===== src/rtl/core/lfrb_ram.sv =====
// ----------------------------------------------------------------------------
// lfrb_ram
// Generic single-write, single-read RAM with registered read data.
// ----------------------------------------------------------------------------
module lfrb_ram #(
    parameter int WIDTH = 8,
    parameter int DEPTH = 16
) (
    input  logic                     clk,
    input  logic                     we,
    input  logic [$clog2(DEPTH)-1:0] waddr,
    input  logic [WIDTH-1:0]         wdata,
    input  logic [$clog2(DEPTH)-1:0] raddr,
    output logic [WIDTH-1:0]         rdata
);

    logic [WIDTH-1:0] mem [DEPTH];

    always_ff @(posedge clk)
    begin
        if (we)
        begin
            mem[waddr] <= wdata;
        end
        rdata <= mem[raddr];
    end

endmodule


===== config.mk =====
export PLATFORM = sky130hd
export DESIGN_NAME = lfrb_ram
export DESIGN_NICKNAME = d
export VERILOG_FILES = /design/src/rtl/core/lfrb_ram.sv
export SDC_FILE = /design/constraint.sdc
export NUM_CORES = 1
export LEC_CHECK = 0
export ABC_AREA = 1
export BUFFER_PORTS_ARGS = -buffer_cell sky130_fd_sc_hd__buf_2
export CAP_MARGIN = 20
export CELL_PAD_IN_SITES_DETAIL_PLACEMENT = 1
export CELL_PAD_IN_SITES_GLOBAL_PLACEMENT = 2
export CORE_AREA = 2 2 153 95
export CTS_CLUSTER_SIZE = 10
export DETAILED_ROUTE_END_ITERATION = 8
export DIE_AREA = 0 0 155 97
export HOLD_SLACK_MARGIN = 0.06
export PLACE_DENSITY_LB_ADDON = 0.1
export SYNTH_ARGS = -nofsm -noshare
export SYNTH_HDL_FRONTEND = slang
export SYNTH_SLANG_ARGS = --single-unit

===== constraint.sdc =====
create_clock -name clk -period 2 [get_ports clk]
set_input_delay 0.2 -clock clk [delete_from_list [all_inputs] [get_ports clk]]
set_output_delay 0.2 -clock clk [all_outputs]
set_load 0.1 [all_outputs]

After elaboration in Yosys (flattened, before gate mapping)
Memory sizes are Yosys's and may differ from the RTL's. A register that Yosys moved wholly into a read port is not among the register bits.
Cells that the tools add are included.
- logic and storage cells: 3
- RAM bits: 128
- flip-flop bits (word level): 0
- output and inout bits: 8
- memories kept: 1
- multiplexer cells: 2
- memories (memory ; words ; bits a word ; rd ports ; clocked after Yosys merged registers in ; write ports ; line ; RTL):
    mem ; 16 ; 8 ; 1 ; 1 ; 1 ; 17 ; logic [WIDTH-1:0] mem [DEPTH];
- operators by type and width (operator ; number):
    1-bit two-way mux ; 2

Longest topological paths before layout
- depth in word-level cells: 2
- mapped depth: 8
- depth with buffers taken out: 7

Least setup slack after synthesis
Ideal clock, no wire load.
- path type: input to register
- start: input waddr[2]
- end: memory mem[10][0], enable pin
- arrival: 781 ps
- cell stages on the path: 2
- setup slack: 849 ps
- path buffers: 0
- library setup time: 370 ps
- cells stage by stage: nand3b_1 nor2_1
- RTL lines (element ; line ; RTL):
    start: declaration ; 11 ; input logic [$clog2(DEPTH)-1:0] waddr,
    end: declaration ; 17 ;
No word-level cell before the write port.

Worst setup path in the final report
- start: register rdata[3], read port of mem
- end: output rdata[3]
- RTL lines (element ; line ; RTL):
    start: declaration ; 14 ; output logic [WIDTH-1:0] rdata
No word-level cell between the ends.

==> summary.md <==
| Metric | Value |
|---|---|
| Measured slew at the worst slew-check pin | `0.715 ns` |
| Summed negative setup slack over all endpoints | `0 ns` |
| Sinks on the clock net | `136` |
| Unrepaired setup endpoints after global routing | `no` |
| Total power density per cell area | `1030 mW/mm^2` |
| Area share of and/or/nand/nor cells after synthesis | `0.210` |
| Cell types with the largest area share after synthesis | `sky130_fd_sc_hd__edfxtp_1 (67%), sky130_fd_sc_hd__nand2_1 (11%), sky130_fd_sc_hd__nand3_1 (8.4%), sky130_fd_sc_hd__inv_1 (6.5%), sky130_fd_sc_hd__dfxtp_1 (2.8%)` |
| Final core utilization | `0.498` |
| Half-perimeter wire length after detailed placement | `9300 um` |
| Standard-cell row count | `33` |
| Syn avg cell area | `10.5 um^2` |
| Detailed Routing Iterations Pass 1 | `4` |
| Startpoint Class | `flip-flop` |
| DIE AREA | `0.0150 mm^2` |
| Arrival time at the worst endpoint | `1.21 ns` |
| Final worst-path cycle share | `0.706` |
| Part of the Yosys area used for sequential elements | `0.694` |
| Min cycle time layout | `1.41 ns` |
| Area share of xor/xnor cells in the synthesized design | `0` |
| Library cell occupying the most area in the post-synthesis netlist | `sky130_fd_sc_hd__edfxtp_1` |
| P_leak | `0.00293 uW` |
| DRC viols | `0` |
| Stage delay of the slowest cell on the critical path | `0.44 ns` |
| Fraction of layout instances using a drive strength above 1 | `0.122` |
| Maximum number of buffers from clock root to sink | `2` |
| Met1 demand-to-capacity share in global routing | `0.309` |
| Vias in the first global route | `4095` |
| Slowest CP cell | `sky130_fd_sc_hd__buf_2` |
| Slew Limit Fails | `0` |
| Data required time at the worst endpoint | `1.80 ns` |
| Relative slew slack | `0.523` |
| Area share of fa/ha/maj cells after synthesis | `0` |
| Reg-to-reg setup timing slack | `0.97 ns` |
| Io pins | `26` |
| Final layout net count | `610` |
| Compound-Gate Fraction of Synth Area | `0` |
| Area share of the largest cell type after synthesis | `0.667` |
| GRT Total Usage | `0.212` |
| Hold violation count in the final report | `0` |
| Post-CTS clock slew at the launch and capture registers of the worst setup and hold paths | `0.06 ns` |
| Unique cell type count in the Yosys netlist | `12` |
| Count of mapped cells out of synthesis | `551` |
| Area of the core | `0.0135 mm^2` |
| Average wire length per cell after detail routing | `18.9 um` |
| Family with the most delay on the worst path | `buffers and inverters` |
| Most congested layer reported by global routing | `met2` |
| CTS H-tree lvls | `4` |
| Root Buffer Master | `sky130_fd_sc_hd__clkbuf_16` |
| Die width | `155 um` |
| Wirelength, routed | `14700 um` |
| Final non-filler cell total | `781` |
| Worst setup path category | `reg -> out` |
| Clock skew after layout | `0.00670 ns` |
| Final number of setup-violating endpoints | `0` |
| Peak supply drop | `572 uV` |
| FMAX | `708 MHz` |
| Area of the mapped netlist | `0.00577 mm^2` |
| Buffering stage count on the worst path with inverters included | `1` |
| Largest family of logic cells by synthesized area | `simple AND/OR/NAND/NOR gates` |
| Worst-path cell chain | `buf_2` |
| Met3 track utilization from global routing | `0.0484` |
| Run status | `completed` |
| Warning count from the yosys run | `0` |
| Die H | `97 um` |
| Proportion of synthesized area in mux cells | `0` |
| Clk Latency, worst-skew pair | `0.41 ns` |
| Max Fanout on Critical Path | `1` |
| Number of placed cells counting well taps | `748` |
| Classification of the worst-slack hold path | `in -> reg` |
| Max Cap Viol | `0` |
| Final antenna-violating net count | `0` |
| Vias post-DR | `3844` |
| Final weighted congestion in routability-driven placement | `0.746` |
| Hold WS | `0.178 ns` |
| Count of cells resized by post-cts repair | `0` |
| CTS tree | `built` |
| Clock buffer count from CTS | `17` |
| Synth-to-Final Area Change | `16.6%` |
| CTS Hold Buffers Added | `0` |
| Total gr overflow | `0` |
| I/O Buffers | `25` |
| Total of flip-flops plus latches after synthesis | `136` |
| Largest net degree at the start of global routing | `39` |
| Wire length of the first global-routing pass | `23500 um` |
| Net Count, Synth | `569` |
| Antenna violations before repair | `1` |
| Post-CTS Repair Setup Buffers | `0` |
| Crit end category | `output pin` |
| Routed via count divided by cell count | `4.92` |
| DR iter-0 viols | `234` |
| Met2 GRT Util | `0.315` |
| Initial standard-cell utilization of the core | `0.427` |
| Power consumption | `6940 uW` |
## flip-flops by register name, indices dropped and copies added, names as in the netlist
register,cells
rdata,8
mem,128
## path summary, 6_finish.rpt
| check | depth (start not counted) | from | endpoint |
|---|---|---|---|
| min reg2reg | 6 | mem[2][3] | rdata[3] |
| max | 1 | rdata[3] | rdata[3] |
| min | 1 | wdata[3] | mem[9][3] |
| max reg2reg | 6 | mem[5][0] | rdata[0] |
## metrics by stage
step | area (um^2) | worst slack, ns
floorplan | 5770 | 0.849
global placement | 6130 | 0.419
detailed placement | 6130 | 0.441
CTS | 6720 | 0.560
global route | 6720 | 0.543
finish | 6720 | 0.587
## layout make-up
| type | instances | area, um^2 |
|---|---|---|
| inverters | 102 | 383 |
| multi-input cells | 289 | 1210 |
| clock buffers | 20 | 437 |
| flip-flops and latches | 136 | 4000 |
| well taps | 175 | 219 |
| clock inverters | 12 | 156 |
| fillers | 1486 | 6780 |
| repair buffers | 46 | 308 |
| diodes | 1 | 2.50 |
## cells in the final DEF (no fill, tap or decap)
| cell type | instances |
|---|---|
| sky130_fd_sc_hd__inv_1 | 100 |
| sky130_fd_sc_hd__clkbuf_1 | 3 |
| sky130_fd_sc_hd__nand3b_1 | 2 |
| sky130_fd_sc_hd__buf_12 | 2 |
| sky130_fd_sc_hd__bufinv_16 | 4 |
| sky130_fd_sc_hd__clkinv_1 | 3 |
| sky130_fd_sc_hd__buf_4 | 19 |
| sky130_fd_sc_hd__buf_2 | 25 |
| sky130_fd_sc_hd__edfxtp_1 | 128 |
| sky130_fd_sc_hd__dfxtp_1 | 8 |
| sky130_fd_sc_hd__nand2_1 | 173 |
| sky130_fd_sc_hd__diode_2 | 1 |
| sky130_fd_sc_hd__clkinv_2 | 5 |
| sky130_fd_sc_hd__clkbuf_16 | 17 |
| sky130_fd_sc_hd__nor2_1 | 17 |
| sky130_fd_sc_hd__inv_2 | 2 |
| sky130_fd_sc_hd__nand3_1 | 97 |
## report_power, final
group	internal, uW	switching [uW]
clock network	2060	1150
registers	3190	21.7
logic	116	408
## per-layer routing
metal | vias to the layer above | wire (um)
met3 | 18 | 736
met2 | 80 | 6490
li1 | 1856 | -
met5 | - | 0
met4 | 0 | 173
met1 | 1890 | 7340
## synth_stat cells, drive strengths merged
cell type and instances:
nand3 97, nor2 17, buf 24, dfxtp 8, nand2 173, edfxtp 128, nand3b 2, inv 102
## cells by family (layout without fill, tap and decap cells)
logic type,count (synthesis),in the layout
buf+inv,126,180
simple gates,289,289
other cells,0,1
flops,136,136
Power figures use the tool's default switching activity.
