==> src/rtl/core/lfrb_pkg.sv <==
// ----------------------------------------------------------------------------
// lfrb_pkg
// Types and constants shared by the replicated-border image filter.
// ----------------------------------------------------------------------------
package lfrb_pkg;

    localparam int MAX_HEIGHT     = 64;
    localparam int MAX_WIDTH      = 64;
    localparam int MAX_RADIUS     = 3;
    localparam int COEF_FRAC_BITS = 12;
    localparam int KSIDE          = 2 * MAX_RADIUS + 1;
    localparam int KDEPTH         = KSIDE * KSIDE;
    localparam int FDEPTH         = MAX_HEIGHT * MAX_WIDTH;
    localparam int RW             = $clog2(MAX_HEIGHT);
    localparam int CW             = $clog2(MAX_WIDTH);
    localparam int FAW            = $clog2(FDEPTH);
    localparam int KAW            = $clog2(KDEPTH);
    localparam int KW             = $clog2(KSIDE);
    localparam int ACC_W          = 16 + 8 + 6 + 1;
    localparam int Q_DEPTH        = 2;

    localparam logic [1:0] OP_COEF    = 2'd0;
    localparam logic [1:0] OP_PIXEL   = 2'd1;
    localparam logic [1:0] OP_COMPUTE = 2'd2;

    localparam logic [1:0] REG_HEIGHT = 2'd0;
    localparam logic [1:0] REG_WIDTH  = 2'd1;
    localparam logic [1:0] REG_RADIUS = 2'd2;

    typedef struct packed {
        logic [1:0]         op;
        logic [2:0]         coef_row;
        logic [2:0]         coef_col;
        logic signed [15:0] coef_value;
        logic [5:0]         pixel_row;
        logic [5:0]         pixel_col;
        logic [7:0]         pixel_value;
    } in_word_t;

    typedef struct packed {
        logic [7:0] out_pixel;
        logic [5:0] out_row;
        logic [5:0] out_col;
        logic       frame_done;
    } out_word_t;

    // job handed from front to back: one output position and frame geometry
    typedef struct packed {
        logic [RW-1:0] row;
        logic [CW-1:0] col;
        logic [RW:0]   h;
        logic [CW:0]   w;
        logic [1:0]    r;
        logic          last;
    } job_t;

    typedef struct packed {
        logic push;
        logic pop;
        logic full;
        logic empty;
    } q_ctl_t;

endpackage

==> src/rtl/core/lfrb_front.sv <==
// ----------------------------------------------------------------------------
// lfrb_front
// Accepts commands, filters loads by size, tracks the raster walk, queues jobs.
// ----------------------------------------------------------------------------
module lfrb_front (
    input  logic              clk,
    input  logic              rst_n,
    input  logic              start,
    input  lfrb_pkg::in_word_t cmd,
    input  logic              busy,
    input  logic [6:0]        image_height,
    input  logic [6:0]        image_width,
    input  logic [1:0]        kernel_radius,
    output logic              pix_we,
    output logic [lfrb_pkg::FAW-1:0] pix_addr,
    output logic [7:0]        pix_data,
    output logic              coef_we,
    output logic [lfrb_pkg::KAW-1:0] coef_addr,
    output logic [15:0]       coef_data,
    output logic              job_push,
    output lfrb_pkg::job_t    job
);

    logic [lfrb_pkg::RW:0] h;
    logic [lfrb_pkg::CW:0] w;
    logic [1:0]            r;
    logic [lfrb_pkg::RW-1:0] row_reg, row_next, cur_row;
    logic [lfrb_pkg::CW-1:0] col_reg, col_next, cur_col;
    logic                  acc, outside, last;

    always_comb
    begin
        // sizes saturate to 1..max, zero acts as one
        if (image_height == 7'd0) h = 7'd1;
        else if (image_height > 7'(lfrb_pkg::MAX_HEIGHT)) h = 7'(lfrb_pkg::MAX_HEIGHT);
        else h = image_height;
        if (image_width == 7'd0) w = 7'd1;
        else if (image_width > 7'(lfrb_pkg::MAX_WIDTH)) w = 7'(lfrb_pkg::MAX_WIDTH);
        else w = image_width;
        r = kernel_radius;
        acc = start && !busy;
        outside = ({1'b0, row_reg} >= h) || ({1'b0, col_reg} >= w);
        cur_row = outside ? '0 : row_reg;
        cur_col = outside ? '0 : col_reg;
        last = ({1'b0, cur_row} == h - 7'd1) && ({1'b0, cur_col} == w - 7'd1);
        row_next = row_reg;
        col_next = col_reg;
        job_push = acc && (cmd.op == lfrb_pkg::OP_COMPUTE);
        if (job_push)
        begin
            if (last)
            begin
                row_next = '0;
                col_next = '0;
            end
            else if ({1'b0, cur_col} + 7'd1 >= w)
            begin
                col_next = '0;
                row_next = cur_row + 1'b1;
            end
            else
            begin
                row_next = cur_row;
                col_next = cur_col + 1'b1;
            end
        end
        job = '{row: cur_row, col: cur_col, h: h, w: w, r: r, last: last};

        pix_we = acc && (cmd.op == lfrb_pkg::OP_PIXEL)
                 && ({1'b0, cmd.pixel_row} < h) && ({1'b0, cmd.pixel_col} < w);
        pix_addr = {cmd.pixel_row, cmd.pixel_col};
        pix_data = cmd.pixel_value;
        coef_we = acc && (cmd.op == lfrb_pkg::OP_COEF)
                  && ({1'b0, cmd.coef_row} <= {r, 1'b0})
                  && ({1'b0, cmd.coef_col} <= {r, 1'b0});
        coef_addr = lfrb_pkg::KAW'(cmd.coef_row * lfrb_pkg::KSIDE + cmd.coef_col);
        coef_data = cmd.coef_value;
    end

    always_ff @(posedge clk or negedge rst_n)
    begin
        if (!rst_n)
        begin
            row_reg <= '0;
            col_reg <= '0;
        end
        else
        begin
            row_reg <= row_next;
            col_reg <= col_next;
        end
    end

endmodule

==> config.mk <==
export PLATFORM = sky130hd
export DESIGN_NAME = lfrb_front
export DESIGN_NICKNAME = d
export VERILOG_FILES = /design/src/rtl/core/lfrb_pkg.sv /design/src/rtl/core/lfrb_front.sv
export SDC_FILE = /design/constraint.sdc
export NUM_CORES = 1
export LEC_CHECK = 0
export BUFFER_PORTS_ARGS = -buffer_cell sky130_fd_sc_hd__clkbuf_2
export CAP_MARGIN = 20
export CORE_UTILIZATION = 43
export CTS_CLUSTER_DIAMETER = 50
export DETAILED_ROUTE_END_ITERATION = 8
export PLACE_DENSITY = 0.79
export SLEW_MARGIN = 5
export SYNTH_ARGS = -nofsm -noshare
export SYNTH_HDL_FRONTEND = slang
export SYNTH_SLANG_ARGS = --single-unit
==> constraint.sdc <==
create_clock -name clk -period 5.7 [get_ports clk]
set_input_delay 1.14 -clock clk [delete_from_list [all_inputs] [get_ports clk]]
set_output_delay 1.14 -clock clk [all_outputs]
set_load 0.02 [all_outputs]
; Word level (Yosys, flattened, before mapping)
; Cells that the tools add are included.
; Widths: inputs -> output; s select.
[totals]
regBits = 12
output_inout_bits = 74
wordCells = 46
in_bits = 64
[op_classes]
eq_ne = 4
n_lt_le_gt_ge = 9
reduce_logical = 14
n_mux = 10
addsub = 6
mul = 1
[op_table]
columns = cell, count
row1 = $mux 6, 6
row2 = $mux 7, 4
row3 = $eq 6x7->1, 2
row4 = $ge 6x7->1, 2
row5 = $gt 7x7->1 const B, 2
row6 = $logic_not 7->1, 2
row7 = $lt 6x7->1, 2
row8 = $sub 7x1->7 const B, 2
row9 = $add 6x1->6 const B, 2
row10 = $logic_and 1x1->1, 9
row11 = $add 6x1->7 const B, 1
row12 = $ge 7x7->1, 1
row13 = $add 6x3->6, 1
row14 = $le 3x3->1, 2
row15 = $mul 3x3->6 const B, 1
row16 = $eq 2x1->1 const B, 1
row17 = $eq 2x2->1 const B, 1
row18 = $logic_not 2->1, 1
row19 = $logic_not 1->1, 1
row20 = $logic_or 1x1->1, 1

; Depth between registers and ports, before layout
[depth]
ltp_word = 10
ltp_mapped = 25

; Worst setup path after synthesis
; OpenSTA, ideal clock, no wires.
[synth_path]
path_kind = input-to-output
from = input image_width[2]
to = output job[0] (netlist name)
setup_slack_ns = -0.645
path_stages = 20
arrival_time_ns = 5.205
cell_sequence = or3_1 -> nor3_1 -> o21ai_0 -> inv_1 -> ha_1 -> nand2b_1 -> a211oi_1 -> or3_1 -> buf_2 -> and2_4 -> buf_2 -> inv_1 -> nor2_1 -> ha_1 -> o21ai_0 -> or4_1 -> nor3_1 -> and2_1 -> buf_4 -> buf_4
[synth_rtl]
columns = item, line
row1 = start: declaration, lfrb_front.sv:12  ; input logic [6:0] image_width,
row2 = end: declaration, lfrb_front.sv:21  ; output lfrb_pkg::job_t job

==> metrics <==
Inserted Clock Buffers=3; layout cell share with drive strength beyond 1=about a third; post-synthesis net count=464; CP Depth=18; Via density=roughly 5.7; clock transition at the registers of the reported paths=50 ps; post-route ant nets=0; register area=300 µm²; Max Root-Sink Buffers=2; Area after DPL=slightly above 3000 µm²; Port Buf Inserts=89; multi-input logic area=between 2000 and 2500 µm²; maxcap violations=0; Core Region=6030 µm²; vias in the first global route=2535; crit path launch type=primary input; VDD IR-drop max=about 0.24 mV; r2r worst-path depth=20; Pre-Repair DR Iteration Count=4; CP bufs+invs=4; final hold violations=0; DP Cell Count=470; Area Growth Syn to Fin=14.2%; Crit. End Element=primary output; Hold Buf Count CTS=0; power density cells=~190 nW/µm²; Static Leak=around 1.7 nW; cell with the most instances after synthesis=ha_1; largest net degree at the start of global routing=18; Seq/Total Area, Yosys=~11%; Antenna Cells=0; first-pass GRT wire length=between 10 and 15 mm; Final period util=95.6%; die width=just over 80 µm; initial cell density of the core=a little under half; total wire length=around 7.3 mm; DRC viols=0; top cells by area, synth=ha_1 (22%), buf_4 (11%), dfrtp_1 (11%); Tot GR Track Use=roughly 22%; Synth Area in Compound Gates=between 10% and 20%; Netlist cell types=60; DIE HEIGHT=between 80 and 90 µm; Critical Path Max Stage Delay=450 ps; top cells by count, synth=ha_1 (47), buf_4 (40), inv_1 (31), nand2_1 (30), nor2_1 (21); unrepaired setup endpoints after global routing=no; status=finished clean; initial antenna violation count=0; Setup CP Type=in -> out; RR Startpoint=col_reg[4]; final instance area=3120 µm²; die area=between 6000 and 7000 µm²; mux share of post-synthesis cell area=around 1.6%; iteration-0 DRC count of the detailed router=around 170; Worst EP required=about 4600 ps; largest family of logic cells by synthesized area=adder cells; HP Start=col_reg[0]; Top FF cell, synth=dfrtp_1; Fmax=roughly 180 MHz; Root Driver=clkbuf_8; Post-Synth Simple-Gate Area=20.3%; synthesis warning total=0; worst path cell trace=clkbuf_2, or3_4, nor3_4, o21ai_2, inv_2, ha_1, nand2b_1, a211oi_2, or3_1, and2_4, inv_4, nor2_4, ha_4, o21ai_0, or4_4, nor3_4, and2_4, buf_2; final std cells w/o fill=475; cell taking the most area after synthesis=ha_1; Crit Path Max Fanout=7; hold path cells=2; Least-Margin Pin Slew=around 540 ps; Worst Hold Class=reg -> reg; HPWL after DPL=between 6 and 7 mm; highest-delay cell along the critical path=or4_4; Sink Count=12; Cell Area, Synth=2740 µm²; Seq cells post-synth=12; gpl congestion=around 0.91; Clock Skew=just over 5 ps; TritonCTS clock tree=done; CTS H-tree depth=1; crit path DAT=roughly 4300 ps; cell family with most CP delay=simple AND/OR/NAND/NOR gates; Tmin final=between 5000 and 6000 ps; crit path launch=image_width[2]; nets=between 500 and 600; fin util=approximately half; synthesized instance count=349; Slew Limit Headroom=63.9%; WL/cell=around 15 µm; Mapped Avg Cell Area=7.84 µm²; post-synth top area share=~22%; total power=0.000602 W; Synth Area in XOR/XNOR=around 5.8%; I/O pin cnt=approximately 140; number of synthesized flops with an enable pin=0; Max Slew Vio Count=0; FILL cells=around 600; async set-reset flop share out of synthesis=100%; # setup viols final=0; Clock Latency Late Sink=roughly 250 ps; routed via count=between 2000 and 3000; setup TNS=0 ps; Rows=28; GRT overflow=0; adder-cell share of the synthesized area=around 24%
-- path summary, 6_finish.rpt --
path	end	slack (ps)
max	job[0]	250
min	col_reg[0]	550
max reg2reg	row_reg[5]	1470
min reg2reg	col_reg[0]	550
max in group asynchronous	col_reg[4]	4690
min in group asynchronous	row_reg[3]	780
-- where the power goes --
part | internal [W] | switching [W]
clock network | 0.0000611 | 0.0000325
logic | 0.000159 | 0.000233
registers | 0.0000964 | 0.0000212
total | 0.000316 | 0.000286
-- routing by layer --
layer,track usage (%),part of all wire [%]
met5,0,0
met4,8.95,2.2
met3,2.22,7.2
met2,39.3,48
met1,27.9,43
-- layout by cell type, fill, tap and decap left out, types with 4 or more instances in the layout --
cell type and instances:
xor2_1 7, a21o_1 4, ha_1 46, a32o_1 5
nand2_1 30, clkbuf_2 88, nand2b_1 7, o21ai_0 7
clkbuf_8 4, dfrtp_1 12, o21ai_1 4, nand4_1 5
fa_1 4, and3_1 11, buf_4 11, nand3_1 4
nor2b_1 5, nor2_1 20, o22ai_1 4, inv_1 29
xnor2_1 11, a21oi_1 17
-- through the flow --
step | worst slack, ps | hold slack, ps
6_report | 252 | 549
5_1_grt | 98.3 | 564
4_1_cts | 15.7 | 546
3_5_place_dp | 28.7 | 535
3_3_place_gp | 174 | 532
2_1_floorplan | -17.0 | 472
-- timing repair --
item                                    4_1_cts  5_1_grt
gates resized for setup                       0        6
setup buffers                                 0        1
endpoints found under the setup margin        0        1
-- area by class of cell --
cell class	count	area share, %
repair buffers	100	16.9
inverters	33	4.08
flip-flops and latches	12	9.61
multi-input cells	251	64.6
well taps	75	3.00
clock buffers	4	1.76
-- worst register-to-register path, delay by kind of cell, from the launching register on --
family	cells	cell delay (ps)
xor+xnor	1	150
simple gates	6	960
buf+inv	2	220
mux	1	210
compound gates	7	1270
flops	1	480
fa+ha+maj	3	830
-- kinds of logic (layout without fill, tap and decap cells) --
| kind of cell | Yosys count | count (layout) |
|---|---|---|
| buffers and inverters | 86 | 137 |
| adders and majority gates | 51 | 51 |
| muxes | 4 | 4 |
| xor gates and xnor gates | 18 | 18 |
| DFF | 12 | 12 |
| and+or+nand+nor | 106 | 106 |
| AOI/OAI and AO/OA | 72 | 72 |
No activity file was read; power rests on OpenSTA's default activity.
