$ cat src/rtl/core/lfrb_pkg.sv
// ----------------------------------------------------------------------------
// lfrb_pkg
// Types and constants shared by the replicated-border image filter.
// ----------------------------------------------------------------------------
package lfrb_pkg;

    localparam int MAX_HEIGHT     = 64;
    localparam int MAX_WIDTH      = 64;
    localparam int MAX_RADIUS     = 3;
    localparam int COEF_FRAC_BITS = 12;
    localparam int KSIDE          = 2 * MAX_RADIUS + 1;
    localparam int KDEPTH         = KSIDE * KSIDE;
    localparam int FDEPTH         = MAX_HEIGHT * MAX_WIDTH;
    localparam int RW             = $clog2(MAX_HEIGHT);
    localparam int CW             = $clog2(MAX_WIDTH);
    localparam int FAW            = $clog2(FDEPTH);
    localparam int KAW            = $clog2(KDEPTH);
    localparam int KW             = $clog2(KSIDE);
    localparam int ACC_W          = 16 + 8 + 6 + 1;
    localparam int Q_DEPTH        = 2;

    localparam logic [1:0] OP_COEF    = 2'd0;
    localparam logic [1:0] OP_PIXEL   = 2'd1;
    localparam logic [1:0] OP_COMPUTE = 2'd2;

    localparam logic [1:0] REG_HEIGHT = 2'd0;
    localparam logic [1:0] REG_WIDTH  = 2'd1;
    localparam logic [1:0] REG_RADIUS = 2'd2;

    typedef struct packed {
        logic [1:0]         op;
        logic [2:0]         coef_row;
        logic [2:0]         coef_col;
        logic signed [15:0] coef_value;
        logic [5:0]         pixel_row;
        logic [5:0]         pixel_col;
        logic [7:0]         pixel_value;
    } in_word_t;

    typedef struct packed {
        logic [7:0] out_pixel;
        logic [5:0] out_row;
        logic [5:0] out_col;
        logic       frame_done;
    } out_word_t;

    // job handed from front to back: one output position and frame geometry
    typedef struct packed {
        logic [RW-1:0] row;
        logic [CW-1:0] col;
        logic [RW:0]   h;
        logic [CW:0]   w;
        logic [1:0]    r;
        logic          last;
    } job_t;

    typedef struct packed {
        logic push;
        logic pop;
        logic full;
        logic empty;
    } q_ctl_t;

endpackage

$ cat src/rtl/core/lfrb_back.sv
// ----------------------------------------------------------------------------
// lfrb_back
// Walks the window with one shared multiply-accumulate and emits the result.
// ----------------------------------------------------------------------------
module lfrb_back (
    input  logic              clk,
    input  logic              rst_n,
    input  lfrb_pkg::q_ctl_t  qctl,
    input  lfrb_pkg::job_t    job,
    output logic              pop,
    output logic [lfrb_pkg::FAW-1:0] f_raddr,
    input  logic [7:0]        f_rdata,
    output logic [lfrb_pkg::KAW-1:0] k_raddr,
    input  logic [15:0]       k_rdata,
    output logic              done,
    output lfrb_pkg::out_word_t result,
    output logic              active
);

    typedef enum logic [4:0] {
        S_IDLE = 5'b00001,
        S_TAP  = 5'b00010,
        S_MUL  = 5'b00100,
        S_CTR  = 5'b01000,
        S_OUT  = 5'b10000
    } state_t;

    state_t state_reg, state_next;
    lfrb_pkg::job_t job_reg;
    logic [lfrb_pkg::KW-1:0] k_reg, l_reg;
    logic issue_reg;
    logic signed [lfrb_pkg::ACC_W-1:0] acc_reg;
    logic signed [24:0] prod_reg;
    logic prod_v_reg;
    logic signed [lfrb_pkg::ACC_W-1:0] val;
    logic signed [lfrb_pkg::ACC_W-1:0] mag;
    logic signed [7:0] dk, dl;
    logic signed [8:0] x, y;
    logic [lfrb_pkg::RW-1:0] xr;
    logic [lfrb_pkg::CW-1:0] yc;
    logic tap_end;

    assign active = (state_reg != S_IDLE);
    assign pop = (state_reg == S_IDLE) && !qctl.empty;

    always_comb
    begin
        dk = $signed({5'd0, k_reg}) - $signed({6'd0, job_reg.r});
        dl = $signed({5'd0, l_reg}) - $signed({6'd0, job_reg.r});
        x = $signed({3'd0, job_reg.row}) + 9'(dk);
        y = $signed({3'd0, job_reg.col}) + 9'(dl);
        if (x < 0) xr = '0;
        else if (x >= $signed({2'd0, job_reg.h})) xr = lfrb_pkg::RW'(job_reg.h - 7'd1);
        else xr = x[lfrb_pkg::RW-1:0];
        if (y < 0) yc = '0;
        else if (y >= $signed({2'd0, job_reg.w})) yc = lfrb_pkg::CW'(job_reg.w - 7'd1);
        else yc = y[lfrb_pkg::CW-1:0];
        if (state_reg == S_CTR) f_raddr = {job_reg.row, job_reg.col};
        else f_raddr = {xr, yc};
        k_raddr = lfrb_pkg::KAW'(k_reg * lfrb_pkg::KSIDE + l_reg);
        tap_end = (k_reg == {job_reg.r, 1'b0}) && (l_reg == {job_reg.r, 1'b0});
        // truncate toward zero
        mag = acc_reg[lfrb_pkg::ACC_W-1] ? -acc_reg : acc_reg;
        val = mag >>> lfrb_pkg::COEF_FRAC_BITS;
        if (acc_reg[lfrb_pkg::ACC_W-1]) val = -val;
        val = val - $signed({23'd0, f_rdata});
        state_next = state_reg;
        case (state_reg)
            S_IDLE: if (!qctl.empty) state_next = S_TAP;
            S_TAP:  if (tap_end) state_next = S_MUL;
            S_MUL:  if (!issue_reg && !prod_v_reg) state_next = S_CTR;
            S_CTR:  state_next = S_OUT;
            S_OUT:  state_next = S_IDLE;
            default: state_next = S_IDLE;
        endcase
    end

    always_ff @(posedge clk)
    begin
        if (pop) job_reg <= job;
    end

    always_ff @(posedge clk or negedge rst_n)
    begin
        if (!rst_n)
        begin
            state_reg  <= S_IDLE;
            k_reg      <= '0;
            l_reg      <= '0;
            issue_reg  <= 1'b0;
            prod_v_reg <= 1'b0;
            prod_reg   <= '0;
            acc_reg    <= '0;
            done       <= 1'b0;
            result     <= '0;
        end
        else
        begin
            state_reg <= state_next;
            done <= 1'b0;
            // RAM read data and then the product are registered; issue_reg and prod_v_reg mark them valid
            issue_reg  <= (state_reg == S_TAP);
            prod_v_reg <= issue_reg;
            prod_reg   <= $signed(k_rdata) * $signed({1'b0, f_rdata});
            if (prod_v_reg) acc_reg <= acc_reg + lfrb_pkg::ACC_W'(prod_reg);
            if (pop)
            begin
                k_reg   <= '0;
                l_reg   <= '0;
                acc_reg <= '0;
            end
            else if (state_reg == S_TAP)
            begin
                if (l_reg == {job_reg.r, 1'b0})
                begin
                    l_reg <= '0;
                    k_reg <= k_reg + 1'b1;
                end
                else
                begin
                    l_reg <= l_reg + 1'b1;
                end
            end
            if (state_reg == S_OUT)
            begin
                done <= 1'b1;
                if (val < 0) result.out_pixel <= 8'd0;
                else if (val > 255) result.out_pixel <= 8'd255;
                else result.out_pixel <= val[7:0];
                result.out_row <= 6'(job_reg.row);
                result.out_col <= 6'(job_reg.col);
                result.frame_done <= job_reg.last;
            end
        end
    end

endmodule

$ cat config.mk
export PLATFORM = sky130hd
export DESIGN_NAME = lfrb_back
export DESIGN_NICKNAME = d
export VERILOG_FILES = /design/src/rtl/core/lfrb_pkg.sv /design/src/rtl/core/lfrb_back.sv
export SDC_FILE = /design/constraint.sdc
export NUM_CORES = 1
export LEC_CHECK = 0
export BUFFER_PORTS_ARGS = -buffer_cell sky130_fd_sc_hd__buf_2
export CAP_MARGIN = 30
export CORE_MARGIN = 2
export CORE_UTILIZATION = 57
export DETAILED_ROUTE_END_ITERATION = 7
export HOLD_SLACK_MARGIN = 0.02
export PLACE_DENSITY = 0.79
export SLEW_MARGIN = 10
export SYNTH_ARGS = -nofsm -noshare
export SYNTH_HDL_FRONTEND = slang
export SYNTH_SLANG_ARGS = --single-unit
$ cat constraint.sdc
create_clock -name clk -period 4.7 [get_ports clk]
set_clock_uncertainty 0.05 [all_clocks]
set_input_delay 1.175 -clock clk [delete_from_list [all_inputs] [get_ports clk]]
set_output_delay 1.175 -clock clk [all_outputs]
set_load 0.05 [all_outputs]
# Word-level counts from Yosys, hierarchy flattened

Cells that the tools add are included.

Bits in registers: 120
Input port bits: 59
Word-level logic and storage cells: 83

$add $sub $neg: 13
$mul: 2
$lt $le $gt $ge: 6
Equal/unequal tests: 11
Multiplexer cells: 22
Reduce and logical (&&, ||, !) cells: 11

Operators by type and width:

| operator            | count |
|---|---|
| $mux 31             | 4 |
| $add 31x25->31      | 1 |
| $gt 31x9->1 const B | 1 |
| $lt 31x1->1 const B | 1 |
| $neg 19->31         | 1 |
| $neg 31->31         | 1 |
| $sub 31x9->31       | 1 |
| $mul 16x9->25       | 1 |
| $mux 6              | 4 |
| $pmux 5 s4          | 1 |
| $mux 3              | 6 |
| $add 7x4->8         | 2 |
| $ge 8x8->1          | 2 |
| $lt 8x1->1 const B  | 2 |
| $mux 8              | 2 |
| $mux 5              | 3 |
| $mux 12             | 1 |
| $sub 6x1->6 const B | 2 |
| $sub 3x2->4         | 2 |
| $add 3x1->3 const B | 2 |
| $add 6x3->6         | 1 |
| $eq 3x3->1          | 2 |
| $mul 3x3->6 const B | 1 |
| $ne 2x2->1 const B  | 3 |
| other kinds (12)    | 18 |

# Depth between registers and ports, before layout

Word-level depth: 8
Gate-level depth with buffers: 22
Mapped depth without buffers: 21

# Least setup slack after synthesis

Ideal clock, no wire load.

Kind: input -> register
Start: in f_rdata[2]
End: reg prod_reg[23]
Library setup time: 0.080 ns
Data arrival time: 5.802 ns
Data required time: 4.570 ns
Path slack: -1.232 ns
Stages: 20
Path through: clkbuf_1 > nand2_1 > fa_1 > fa_1 > inv_1 > ha_1 > inv_1 > fa_1 > inv_1 > ha_1 > a21o_1 > a211oi_1 > nor2_1 > o41ai_1 > o211a_1 > a2111oi_0 > o31ai_1 > o21bai_1 > a21oi_1 > xnor2_1

Longest elaborated chain between the ends: 1

Ends and longest elaborated chain:

| what                 | RTL line         | source |
|---|---|---|
| from (decl)          | lfrb_back.sv:12  | `input logic [7:0] f_rdata,` |
| $mul 16x9->25        | lfrb_back.sv:104 | `prod_reg <= $signed(k_rdata) * $signed({1'b0, f_rdata});` |
| to (signal assigned) | lfrb_back.sv:104 |  |
| to (decl)            | lfrb_back.sv:33  | `logic signed [24:0] prod_reg;` |

Every way passes these cells.
A chain may end at the register's enable or synchronous reset.

# Final worst setup path

Start: reg job_reg[1] (netlist name)
End: out f_raddr[9] (netlist name)

Longest elaborated chain between the ends: 6
Elaborated cells between the ends (all ways): 7
Classes of those cells: add/sub: 2; order compare: 2; mux: 3

Ends and longest elaborated chain:

| what                   | RTL line        | source |
|---|---|---|
| from (decl)            | lfrb_back.sv:29 | `lfrb_pkg::job_t job_reg;` |
| from (signal assigned) | lfrb_back.sv:80 | `if (pop) job_reg <= job;` |
| $sub 3x2->4 (*)        | lfrb_back.sv:48 | `dk = $signed({5'd0, k_reg}) - $signed({6'd0, job_reg.r});` |
| $add 7x4->8 (*)        | lfrb_back.sv:50 | `x = $signed({3'd0, job_reg.row}) + 9'(dk);` |
| $ge 8x8->1             | lfrb_back.sv:53 | `else if (x >= $signed({2'd0, job_reg.h})) xr = lfrb_pkg::RW'(job_reg.h - 7'd1);` |
| $mux 6                 | lfrb_back.sv:53 |  |
| $mux 6 (*)             | lfrb_back.sv:52 | `if (x < 0) xr = '0;` |
| $mux 12 (*)            | lfrb_back.sv:58 | `if (state_reg == S_CTR) f_raddr = {job_reg.row, job_reg.col};` |
| to (decl)              | lfrb_back.sv:11 | `output logic [lfrb_pkg::FAW-1:0] f_raddr,` |

Every way passes the cells marked *; elsewhere a longest branch is shown, timed or not.

==> results.txt <==
Status - finished, violations left
Failing checks - negative setup slack
Worst-path maximum fanout - 5
Share of layout cells above drive strength 1 - 29.0%
Worst path slowest cell - fa_2
Core area - 22800 µm²
Final min period - 5.54 ns
Fill count - 1386
Ports - 101
Power Internal - 7.20 mW
Register area share after synthesis - 23.7%
First-pass iteration count of the detailed router - 8
# diodes - 0
Switching pwr - 6.67 mW
Final Cycle Share - 118%
HP Class - reg2reg
Die width - 157 µm
Clock latency on the worst-skew pair - 0.43 ns
Clk sinks - 120
WP buf/inv - 5
Most frequent cell after synthesis - inv_1
Full die area - 24600 µm²
Flip-flop count of the largest register after layout - 31
CTS max path bufs - 2
Power Total - 13.9 mW
Final HPWL from detailed placement - 23.8 mm
Arrival time at the worst endpoint - 4.31 ns
Yosys warns - 0
Setup crit end - f_raddr[9]
Worst R2R End - result[13]
Area occupied by multi-input gates - 10200 µm²
Post-route DRC - 0
CTS Root Buffer Type - clkbuf_16
Worst-margin pin slew - 0.828 ns
Worst setup margin - -0.840 ns
R2R cell count - 22
Grt total ovfl - 0
Gr usage total - 28.2%
Max Clk Rate - 0.181 GHz
Levels on crit path - 18
Count of final setup violators - 29
Setup_tns - -13.22 ns
Layout Nets - 2009
Post-synth EDFFs - 29
TritonCTS buffer count - 17
Power density over the cells - 805 nW/µm²
Setup crit end kind - primary output
Synth area leaders - dfrtp_1, fa_1, ha_1, edfxtp_1, inv_1
Critical path class - reg2out
Yosys reg bits - 120
RSZ-0062 raised after global routing - yes
Mapped Cells - 1455
Reg-to-reg slack, setup - -0.33 ns
Routed WL - 37.2 mm
Initial DRC Count - 817
Max_cap viols - 0
Clk pin slew, worst setup/hold paths - 0.06 ns
Drt via density - 5.89
Fin. max-slew vios - 0
Ys flop type - dfrtp_1
Post-synth cell types - 88
Leakage - 8.44 nW
CP delay by family, top - adder cells
Die Ht - 157 µm
Hold Buf Count CTS - 0
Worst vdd ir - 0.783 mV
Sequential share of power - 12.5%
First-pass GRT wire length - 55.9 mm
Clock power share - 9.7%
Synth area leader - dfrtp_1
Area growth syn-to-layout - 29.5%
Worst flop-to-flop path startpoint - acc_reg[4]
WL/cell - 18.3 µm
CTS tree - built
Initial Utilization - 58.4%
Finished Layout Cells - 2030
Routed Antenna Nets - 0
CTS HTree Levels - 4
Rel. slew slack - 44.8%
Sw frac - 48.1%
Worst path cell trace - buf_6, ha_4, inv_2, fa_1, inv_2, fa_2, inv_2, ha_4, a21o_1, a21o_1, a21o_1, a21oi_2, nor2b_1, o21ai_2, nand2b_4, mux2_4, a22o_4, buf_8
Post-Place Cells - 1961
DR vias - 12000
Final hold violations - 0
Largest net degree at the start of global routing - 71
Comb power frac - 77.9%
Initial antenna violation count - 0
Crit start category - flop
Post-Synthesis Cell Area - 13300 µm²
CP required - 3.47 ns
Storage element area - 3150 µm²
Async set-reset flop share out of synthesis - 75.8%
Final Util - 75.7%
Critical path launch point - job_reg[1]
Worst stage delay on the critical path - 0.55 ns
Std cell rows - 55
Syn nets - 1760
RD Place Congestion - 0.899
Synth top area share - 16.9%
Top cells by count, synth - inv_1, nand2_1, ha_1
Vias in the first global route - 12200
IO buf count - 97
Syn_area_per_cell - 9.15 µm²
## power groups by stage
stage	Clock, mW	Combinational [mW]	Sequential [mW]
3_3_place_gp	0	8.16	1.70
4_1_cts	1.34	9.46	1.70
3_5_place_dp	0	8.43	1.71
5_1_grt	1.40	11.6	1.75
6_report	1.34	10.8	1.73
2_1_floorplan	0	6.26	1.73
## timing repair
action,in CTS,in global routing
cloned,0,2
setup buffers,25,20
pin swaps,77,99
endpoints found under the setup margin,31,35
gates resized for setup,147,122
## final cells by class
class	instances	share of cell area [%]
flip-flops and latches	120	18.3
clock inverters	13	0.972
repair buffers	268	12.4
clock buffers	19	2.51
multi-input cells	1093	59.1
inverters	204	4.44
well taps	313	2.27
## metrics by stage
stage	instance area, µm²	hold slack, ns	worst slack, ns
2_1_floorplan	13600	0.326	-0.628
3_3_place_gp	15300	0.335	-0.857
3_5_place_dp	15300	0.344	-0.985
4_1_cts	16500	0.356	-0.803
5_1_grt	17200	0.389	-0.952
6_report	17200	0.352	-0.840
## how the worst min path moves through the flow
stage	cells after the start	slack [ns]	endpoint	from
floorplan	0	0.33	prod_v_reg	issue_reg
global placement	0	0.33	prod_v_reg	issue_reg
detailed placement	0	0.34	prod_v_reg	issue_reg
CTS	0	0.36	prod_v_reg	issue_reg
global route	0	0.39	prod_v_reg	issue_reg
finish	0	0.35	prod_v_reg	issue_reg
## cells by family (layout without fill, tap and decap cells)
logic type	count (synthesis)	after routing	share of synthesized area (%)
and+or+nand+nor	465	465	17.6
xor gates and xnor gates	89	89	5.86
AOI/OAI and AO/OA	261	261	14.1
DFF	120	120	23.7
buffers and inverters	242	504	6.92
muxes	32	32	2.52
adders and majority gates	246	246	29.4
## per-layer routing
| layer | routed length [µm] | global-route usage, % | up-vias |
|---|---|---|---|
| met5 | 0 | 0 | - |
| met4 | 1760 | 13.8 | 0 |
| met3 | 2070 | 4.21 | 174 |
| met2 | 19200 | 50.4 | 512 |
| met1 | 14200 | 33.1 | 5850 |
| li1 | - | - | 5424 |
## cells in the final DEF, fill, tap and decap left out, drive strengths merged, types with 11 or more instances in the layout
cell,n
o21a,12
nor3,35
fa,112
mux2,12
o31ai,16
a21oi,60
nand3,28
and3,12
and2,89
nand2,139
nor2b,13
dfrtp,90
nor2,89
nand2b,11
inv,208
o21bai,11
a31oi,11
o21ai,44
buf,266
xor2,24
a211oi,15
edfxtp,29
clkbuf,21
a21o,26
a22o,13
xnor2,65
ha,134
mux2i,20
(Power assumes the default switching activity.)
