<file path="src/rtl/core/lfrb_pkg.sv">
// ----------------------------------------------------------------------------
// lfrb_pkg
// Types and constants shared by the replicated-border image filter.
// ----------------------------------------------------------------------------
package lfrb_pkg;

    localparam int MAX_HEIGHT     = 64;
    localparam int MAX_WIDTH      = 64;
    localparam int MAX_RADIUS     = 3;
    localparam int COEF_FRAC_BITS = 12;
    localparam int KSIDE          = 2 * MAX_RADIUS + 1;
    localparam int KDEPTH         = KSIDE * KSIDE;
    localparam int FDEPTH         = MAX_HEIGHT * MAX_WIDTH;
    localparam int RW             = $clog2(MAX_HEIGHT);
    localparam int CW             = $clog2(MAX_WIDTH);
    localparam int FAW            = $clog2(FDEPTH);
    localparam int KAW            = $clog2(KDEPTH);
    localparam int KW             = $clog2(KSIDE);
    localparam int ACC_W          = 16 + 8 + 6 + 1;
    localparam int Q_DEPTH        = 2;

    localparam logic [1:0] OP_COEF    = 2'd0;
    localparam logic [1:0] OP_PIXEL   = 2'd1;
    localparam logic [1:0] OP_COMPUTE = 2'd2;

    localparam logic [1:0] REG_HEIGHT = 2'd0;
    localparam logic [1:0] REG_WIDTH  = 2'd1;
    localparam logic [1:0] REG_RADIUS = 2'd2;

    typedef struct packed {
        logic [1:0]         op;
        logic [2:0]         coef_row;
        logic [2:0]         coef_col;
        logic signed [15:0] coef_value;
        logic [5:0]         pixel_row;
        logic [5:0]         pixel_col;
        logic [7:0]         pixel_value;
    } in_word_t;

    typedef struct packed {
        logic [7:0] out_pixel;
        logic [5:0] out_row;
        logic [5:0] out_col;
        logic       frame_done;
    } out_word_t;

    // job handed from front to back: one output position and frame geometry
    typedef struct packed {
        logic [RW-1:0] row;
        logic [CW-1:0] col;
        logic [RW:0]   h;
        logic [CW:0]   w;
        logic [1:0]    r;
        logic          last;
    } job_t;

    typedef struct packed {
        logic push;
        logic pop;
        logic full;
        logic empty;
    } q_ctl_t;

endpackage

</file>
<file path="src/rtl/core/lfrb_queue.sv">
// ----------------------------------------------------------------------------
// lfrb_queue
// Short job queue between the front and the back.
// ----------------------------------------------------------------------------
module lfrb_queue (
    input  logic              clk,
    input  logic              rst_n,
    input  logic              push,
    input  lfrb_pkg::job_t    din,
    input  logic              pop,
    output lfrb_pkg::q_ctl_t  ctl,
    output lfrb_pkg::job_t    dout
);

    lfrb_pkg::job_t slot_reg [lfrb_pkg::Q_DEPTH];
    logic [$clog2(lfrb_pkg::Q_DEPTH)-1:0] wp_reg, rp_reg;
    logic [$clog2(lfrb_pkg::Q_DEPTH):0]   cnt_reg;

    assign ctl.push  = push;
    assign ctl.pop   = pop;
    assign ctl.empty = (cnt_reg == '0);
    assign ctl.full  = (cnt_reg == ($clog2(lfrb_pkg::Q_DEPTH) + 1)'(lfrb_pkg::Q_DEPTH));
    assign dout      = slot_reg[rp_reg];

    always_ff @(posedge clk)
    begin
        if (push)
        begin
            slot_reg[wp_reg] <= din;
        end
    end

    always_ff @(posedge clk or negedge rst_n)
    begin
        if (!rst_n)
        begin
            wp_reg  <= '0;
            rp_reg  <= '0;
            cnt_reg <= '0;
        end
        else
        begin
            if (push) wp_reg <= wp_reg + 1'b1;
            if (pop)  rp_reg <= rp_reg + 1'b1;
            cnt_reg <= cnt_reg + (push ? 1'b1 : 1'b0) - (pop ? 1'b1 : 1'b0);
        end
    end

endmodule

</file>
<file path="config.mk">
export PLATFORM = sky130hd
export DESIGN_NAME = lfrb_queue
export DESIGN_NICKNAME = d
export VERILOG_FILES = /design/src/rtl/core/lfrb_pkg.sv /design/src/rtl/core/lfrb_queue.sv
export SDC_FILE = /design/constraint.sdc
export NUM_CORES = 1
export LEC_CHECK = 0
export BUFFER_PORTS_ARGS = -buffer_cell sky130_fd_sc_hd__buf_4
export CORE_MARGIN = 2
export CORE_UTILIZATION = 34
export DETAILED_ROUTE_END_ITERATION = 16
export MAX_ROUTING_LAYER = met4
export PLACE_DENSITY = 0.64
export SLEW_MARGIN = 20
export SYNTH_ARGS = -nofsm -noshare
export SYNTH_HDL_FRONTEND = slang
export SYNTH_SLANG_ARGS = --single-unit
</file>
<file path="constraint.sdc">
create_clock -name clk -period 2.5 [get_ports clk]
set_input_delay 0.5 -clock clk [delete_from_list [all_inputs] [get_ports clk]]
set_output_delay 0.5 -clock clk [all_outputs]
set_load 0.1 [all_outputs]
</file>
Yosys cells after proc, flatten, opt, wreduce, memory -nomap -nowiden
Memories as Yosys holds them, arrays and structs flattened.
Index checks and enable logic that the tools add are counted.
{"block": "word_totals", "regBits": 4, "latch_bits": 0, "mem_bits_rw": 58, "romBits": 0, "in_bits": 33, "output_inout_bits": 33, "elab_cells": 14, "n_memories": 1}
{"block": "classes", "add_sub_neg": 4, "mul": 0, "n_div": 0, "order_cmp": 0, "n_eq_ne": 1, "shifts": 0, "n_mux": 4, "n_bitwise": 0, "reduce_logical": 1}
{"name": "slot_reg", "words": 2, "width": 29, "rd": 1, "rd_ports_with_merged_regs": 0, "wr": 1, "line": "lfrb_queue.sv:15", "text": "lfrb_pkg::job_t slot_reg [lfrb_pkg::Q_DEPTH];"}
{"operator": "1-bit 2-to-1 mux", "count": 4}
{"operator": "1-bit adder (second input constant)", "count": 2}
{"operator": "2-bit by 1-bit adder with 2-bit output", "count": 1}
{"operator": "2-bit == test (second input constant)", "count": 1}
{"operator": "2-bit logical NOT", "count": 1}
{"operator": "2-bit by 1-bit subtractor with 2-bit output", "count": 1}

Logic depth before layout (Yosys ltp)
Gate-level depths: netlist of the first run.
{"block": "depth", "depth_word": 3, "depth_mapped": 5, "depth_no_buf": 5}

Worst setup path before layout of the first run
No wires, ideal clock.
{"block": "synth_timing", "path_type": "in2reg", "startpoint": "input push", "endpoint": "memory slot_reg[0][0] (netlist bit) (enable)", "setup_ns": 0.418, "arrival_time_ns": 1.819, "required_ns": 2.082, "setup_slack_ns": 0.262, "path_stages": 1, "path_buffers": 0, "path_cell_list": "nor2b_1"}
{"block": "synth_via", "elab_chain_len": 2}
{"element": "start: declaration", "line": "lfrb_queue.sv:8", "text": "input logic push,"}
{"element": "1-bit 2-to-1 mux", "line": "lfrb_queue.sv:27", "text": "if (push)"}
{"element": "1-bit 2-to-1 mux (not written as such)", "line": "lfrb_queue.sv:29", "text": "slot_reg[wp_reg] <= din;"}
{"element": "end: declaration", "line": "lfrb_queue.sv:15"}
Every way passes these cells.

==> results of run 1 <==
how the worst max path moves through the flow:
stage | end | slack (ns)
2_1_floorplan | slot_reg[0][0]$_DFFE_PP_ | 0.26
3_3_place_gp | dout[13] | 0.82
3_5_place_dp | dout[13] | 0.81
4_1_cts | dout[13] | 0.43
5_1_grt | dout[13] | 0.41
6_report | dout[21] | 0.47
kinds of logic (layout without fill, tap and decap cells):
group                      Yosys count  after routing
muxes                               29             29
and+or+nand+nor                      4              4
buffers and inverters                7             86
xor gates and xnor gates             3              3
adders and majority gates            2              2
DFF                                 62             62
cells in the final DEF, fill, tap and decap left out:
| master | n |
|---|---|
| clkinv_1 | 1 |
| and2_1 | 1 |
| clkbuf_8 | 9 |
| ha_1 | 2 |
| bufinv_16 | 1 |
| nor2b_2 | 1 |
| clkbuf_1 | 1 |
| clkinvlp_4 | 1 |
| dfrtp_1 | 3 |
| clkinv_2 | 2 |
| edfxtp_1 | 58 |
| inv_1 | 2 |
| dfrtp_2 | 1 |
| nor2_1 | 1 |
| xor2_1 | 2 |
| buf_12 | 1 |
| dlygate4sd3_1 | 1 |
| xor3_1 | 1 |
| buf_4 | 67 |
| mux2_4 | 29 |
| nor2b_1 | 1 |
cell type report:
class / count / area [um2]
fillers: 617 / 3620
well taps: 96 / 120
flip-flops and latches: 62 / 1840
repair buffers: 69 / 533
clock inverters: 5 / 51.3
inverters: 2 / 7.51
multi-input cells: 38 / 527
clock buffers: 10 / 128
worst reg2reg max path: stages, from the launching register on:
cell	delay (ns)
dfrtp_1	0.42
nor2b_2	0.12
buf_4	0.38
layer usage:
metal  GRT usage  up-vias  part of all wire
li1            -      562                 -
met1       0.121      595              0.38
met2       0.200       51              0.52
met3      0.0410       15             0.064
met4      0.0771        0             0.041
met5           -        -                 0
per-stage QoR:
stage / instances / setup WS [ns] / area (um2) / hold slack [ns] / util
global route: 282 / 0.408 / 3210 / 0.332 / 0.470
finish: 282 / 0.471 / 3210 / 0.350 / 0.470
global placement: 266 / 0.821 / 3020 / 0.296 / 0.442
detailed placement: 266 / 0.807 / 3020 / 0.301 / 0.442
floorplan: 107 / 0.262 / 2420 / 0.204 / -
CTS: 282 / 0.434 / 3210 / 0.335 / 0.470
==> results_dict.tcl, run 1 <==
set metrics [dict create \
    status "completed" \
    drt-total-wl_mm 4.25 \
    path_clk_slew_ns 0.07 \
    drtAntennaViolNets 0 \
    clock_latency_ns 0.33 \
    synthArstFlopShare 0.0645 \
    synth_fa_ha_area_frac 0.0103 \
    root_buffer "clkbuf_8" \
    crit_path_cell_trace "buf_12 > mux2_4 > buf_4" \
    finalHoldViolCount 0 \
    layout-drive-gt1-share 0.602 \
    io_pins 66 \
    die_height_um 88.4 \
    routedWlPerCell_um 15.1 \
    hold_depth 1 \
    synth_top_family_by_area "multiplexers" \
    cp_slowest_cell "dfrtp_2" \
    maxSlewViolCount 0 \
    synth_edf_count 58 \
    synth_most_common_cell "edfxtp_1" \
    reg2reg_depth 2 \
    cp_top_family "buffers and inverters" \
    drc 0 \
    worstMarginPinSlew_ns 0.413 \
    synth_compound_area_frac 0 \
    skew_ns 0.00432 \
    netlist_instances 107 \
    overflow 0 \
    synth.net_count 142 \
    cp.required_ns 2.00 \
    cts_tree "done" \
    synthMuxAreaShare 0.180 \
    antenna_found_initial 0 \
    finalCriticalPeriod_ns 2.03 \
    cts_resized 0 \
    fin_crit_sh 0.811 \
    reg2reg_from "wp_reg$_DFFE_PN0P_" \
    fmax_mhz 493 \
    postCtsSetupBuffers 0 \
    grt_pass1_wl_mm 6.42 \
    clock_path_buffers 2 \
    endpoint_kind "output pin" \
    worst-path-max-fanout 30 \
    cts.sinks 62 \
    path_class "flip-flop to output pin" \
    ys_seq_area_frac 0.760 \
    synth_cell_type_count 12 \
    syn_area_um2 2420 \
    synth_flop_cell "edfxtp_1" \
    grt_usage 0.121 \
    cts_hold_buf 1 \
    rows 30 \
    core_region_area_um2 6830 \
    arrival_ns 1.53 \
    max_stage_delay_ns 0.38 \
    syn2layout_area_growth_pct 32.5 \
    worstHoldStart "din[13]" \
    rr_endpoint "slot_reg[0][1]$_DFFE_PP_" \
    die_area_um2 7820 \
    regToRegSetupSlack_ns 1.24 \
    yosys.area_share.simple 0.00930 \
    antenna_cells 0 \
    crit_start "rp_reg$_DFFE_PN0P_" \
    grt_max_degree 31 \
    drt_iter0_drc 27 \
    synth_common_cells "58 x edfxtp_1, 29 x mux2_4, 4 x dfrtp_1" \
    finalSetupViolCount 0 \
    largest_reg_flops 58 \
    cp-start-kind "flip-flop" \
    ys_ff_latch 62 \
    cp.depth 3 \
    min_path_type "primary input to flip-flop" \
    finalNetCount 217 \
    htree_levels 3 \
    initial_core_util 0.355 \
    yosysWarnings 0 \
    globalplace.congestion 0.753 \
    synth_xor_area_frac 0.0170 \
    io_buffers 65 \
    syn_area_per_cell_um2 22.6 \
    netlist.top_cell.by_area "edfxtp_1" \
    hpwlAfterDp_mm 2.87 \
    slew_headroom 0.725 \
    cts_buffers 9 \
    grt_pass1_vias 1309 \
    viasPerCell 4.34 \
    setup_tns_ns 0 \
    min_delay_worst_endpoint "slot_reg[1][13]$_DFFE_PP_" \
    rsz0062_at_grt "false" \
    synth.area.top_cells "edfxtp_1 72%, mux2_4 18%, dfrtp_1 4.1%" \
    maxCapViolCount 0 \
    yosys.area.top_type_share 0.719 \
    num_vias 1223 \
    die_w_um 88.4 \
    worst-path-buf-inv 2 \
    first_pass_iters 3 \
]
Power of run 1 is left out: the tool's default activity adds up to more than one toggle a clock period on the data nets, which glitch-free logic cannot reach.
==> inputs of run 2 (changes only) <==
--- a/config.mk
+++ b/config.mk
@@ -10,7 +10,7 @@
 export CORE_UTILIZATION = 34
 export DETAILED_ROUTE_END_ITERATION = 16
 export MAX_ROUTING_LAYER = met4
-export PLACE_DENSITY = 0.64
+export PLACE_DENSITY = 0.66
 export SLEW_MARGIN = 20
 export SYNTH_ARGS = -nofsm -noshare
 export SYNTH_HDL_FRONTEND = slang
==> constraint.sdc (replaced) <==
create_clock -name clk -period 1.69 [get_ports clk]
set_input_delay 0.338 -clock clk [delete_from_list [all_inputs] [get_ports clk]]
set_output_delay 0.338 -clock clk [all_outputs]
set_load 0.1 [all_outputs]
==> results_dict.tcl, run 2 (synthesized netlist as in run 1, its figures left out) <==
set metrics [dict create \
    reg2reg_depth 5 \
    drtAntennaViolNets 0 \
    finalNetCount 220 \
    cp_slowest_cell "dfrtp_2" \
    viasPerCell 4.21 \
    rr_endpoint "cnt_reg[1]$_DFF_PN0_" \
    cp.required_ns 1.35 \
    globalplace.congestion 0.674 \
    io_buffers 65 \
    layout-drive-gt1-share 0.626 \
    maxSlewViolCount 0 \
    cp_common_cell "buf_12" \
    finalHoldViolCount 0 \
    hpwlAfterDp_mm 2.71 \
    slew_headroom 0.818 \
    clock_latency_ns 0.33 \
    reg2reg_from "cnt_reg[0]$_DFF_PN0_" \
    grt_usage 0.120 \
    layout_common_cells "58 x edfxtp_1, 41 x buf_4, 29 x mux2_4" \
    critPathCapture "dout[25]" \
    cts_buffers 9 \
    max_stage_delay_ns 0.38 \
    clock_path_buffers 2 \
    antenna_found_initial 0 \
    fin_crit_sh 1.05 \
    first_pass_iters 4 \
    die_height_um 88.4 \
    drt_iter0_drc 68 \
    syn2layout_area_growth_pct 47.8 \
    cp-start-kind "flip-flop" \
    endpoint_kind "output pin" \
    htree_levels 3 \
    fin_util 0.524 \
    die_w_um 88.4 \
    initial_core_util 0.355 \
    grt_max_degree 24 \
    grt_pass1_wl_mm 6.40 \
    arrival_ns 1.44 \
    skew_ns 0.00625 \
    worst-path-max-fanout 23 \
    worstMarginPinSlew_ns 0.273 \
    path_class "flip-flop to output pin" \
    root_buffer "clkbuf_8" \
    fmax_mhz 561 \
    fin_ws_ns -0.0926 \
    rsz0062_at_grt "true" \
    drc 0 \
    crit_start "rp_reg$_DFFE_PN0P_" \
    die_area_um2 7820 \
    finalCriticalPeriod_ns 1.78 \
    path_clk_slew_ns 0.07 \
    num_vias 1203 \
    worstHoldStart "din[2]" \
    antenna_cells 0 \
    maxCapViolCount 0 \
    cts.sinks 62 \
    routedWlPerCell_um 14.2 \
    dpl_worst_slack_ns 0.192 \
    io_pins 66 \
    cts_tree "done" \
    core_region_area_um2 6830 \
    finalSetupViolCount 29 \
    min_path_type "primary input to flip-flop" \
    regToRegSetupSlack_ns 0.44 \
    final_common_cell "edfxtp_1" \
    failed_checks "negative setup slack" \
    drt-total-wl_mm 4.05 \
    status "finished with violations" \
    largest_reg_flops 58 \
    crit_path_cell_trace "buf_12 > mux2_4 > buf_12" \
    grt_pass1_vias 1299 \
    overflow 0 \
    rows 30 \
]
run 2: cell count changes in the layout (fill, tap and decap cells not counted):
cell,change
nor2b_1,-1
clkinv_2,+1
buf_12,+22
clkinv_4,+1
buf_8,+7
nor2_1,-1
buf_4,-26
nor2b_4,+1
nor2_2,+1
clkbuf_1,-1
run 2: worst min path at each step:
| stage | to | slack [ns] | cells after the start |
|---|---|---|---|
| after global routing | slot_reg[0][25]$_DFFE_PP_ | 0.16 | 1 |
| after detailed placement | cnt_reg[1]$_DFF_PN0_ | 0.14 | 1 |
| after global placement | wp_reg$_DFFE_PN0P_ | 0.14 | 1 |
| after CTS | slot_reg[0][2]$_DFFE_PP_ | 0.16 | 1 |
| after floorplan | cnt_reg[0]$_DFF_PN0_ | 0.04 | 0 |
| final | slot_reg[0][2]$_DFFE_PP_ | 0.19 | 1 |
run 2: cell type report:
cell class | instances | area (um2)
Multi-Input combinational cell | 38 | 537
Timing Repair Buffer | 72 | 883
Clock buffer | 9 | 124
Inverter | 2 | 7.51
Clock inverter | 7 | 65.1
Fill cell | 576 | 3250
Sequential cell | 62 | 1840
Tap cell | 96 | 120
run 2: worst max-delay path, delay by kind of cell, from the launching register on:
family,cells,cell delay [ns]
buf+inv,2,0.39
mux,1,0.34
flops,1,0.38
run 2: what timing repair did:
action	CTS	global route
buffers inserted	0	0
hold buffers	1	0
endpoints found under the hold margin	4	0
resized for setup	78	2
setup endpoints to repair	29	29
run 2: stage by stage:
step | instances | instance area (um2) | TNS [ns] | hold WS, ns
2_1_floorplan | 107 | 2430 | 0 | 0.0424
3_3_place_gp | 269 | 3050 | 0 | 0.139
3_5_place_dp | 269 | 3050 | 0 | 0.142
4_1_cts | 286 | 3570 | -3.47 | 0.163
5_1_grt | 286 | 3580 | -4.13 | 0.160
6_report | 286 | 3580 | -2.50 | 0.187
run 2: layer usage:
metal | wire length [um] | vias to the layer above | track usage
li1 | - | 565 | -
met1 | 1580 | 585 | 0.130
met2 | 2180 | 44 | 0.193
met3 | 234 | 9 | 0.0410
met4 | 63 | 0 | 0.0702
met5 | 0 | - | -
Power of run 2 is left out for the same reason.
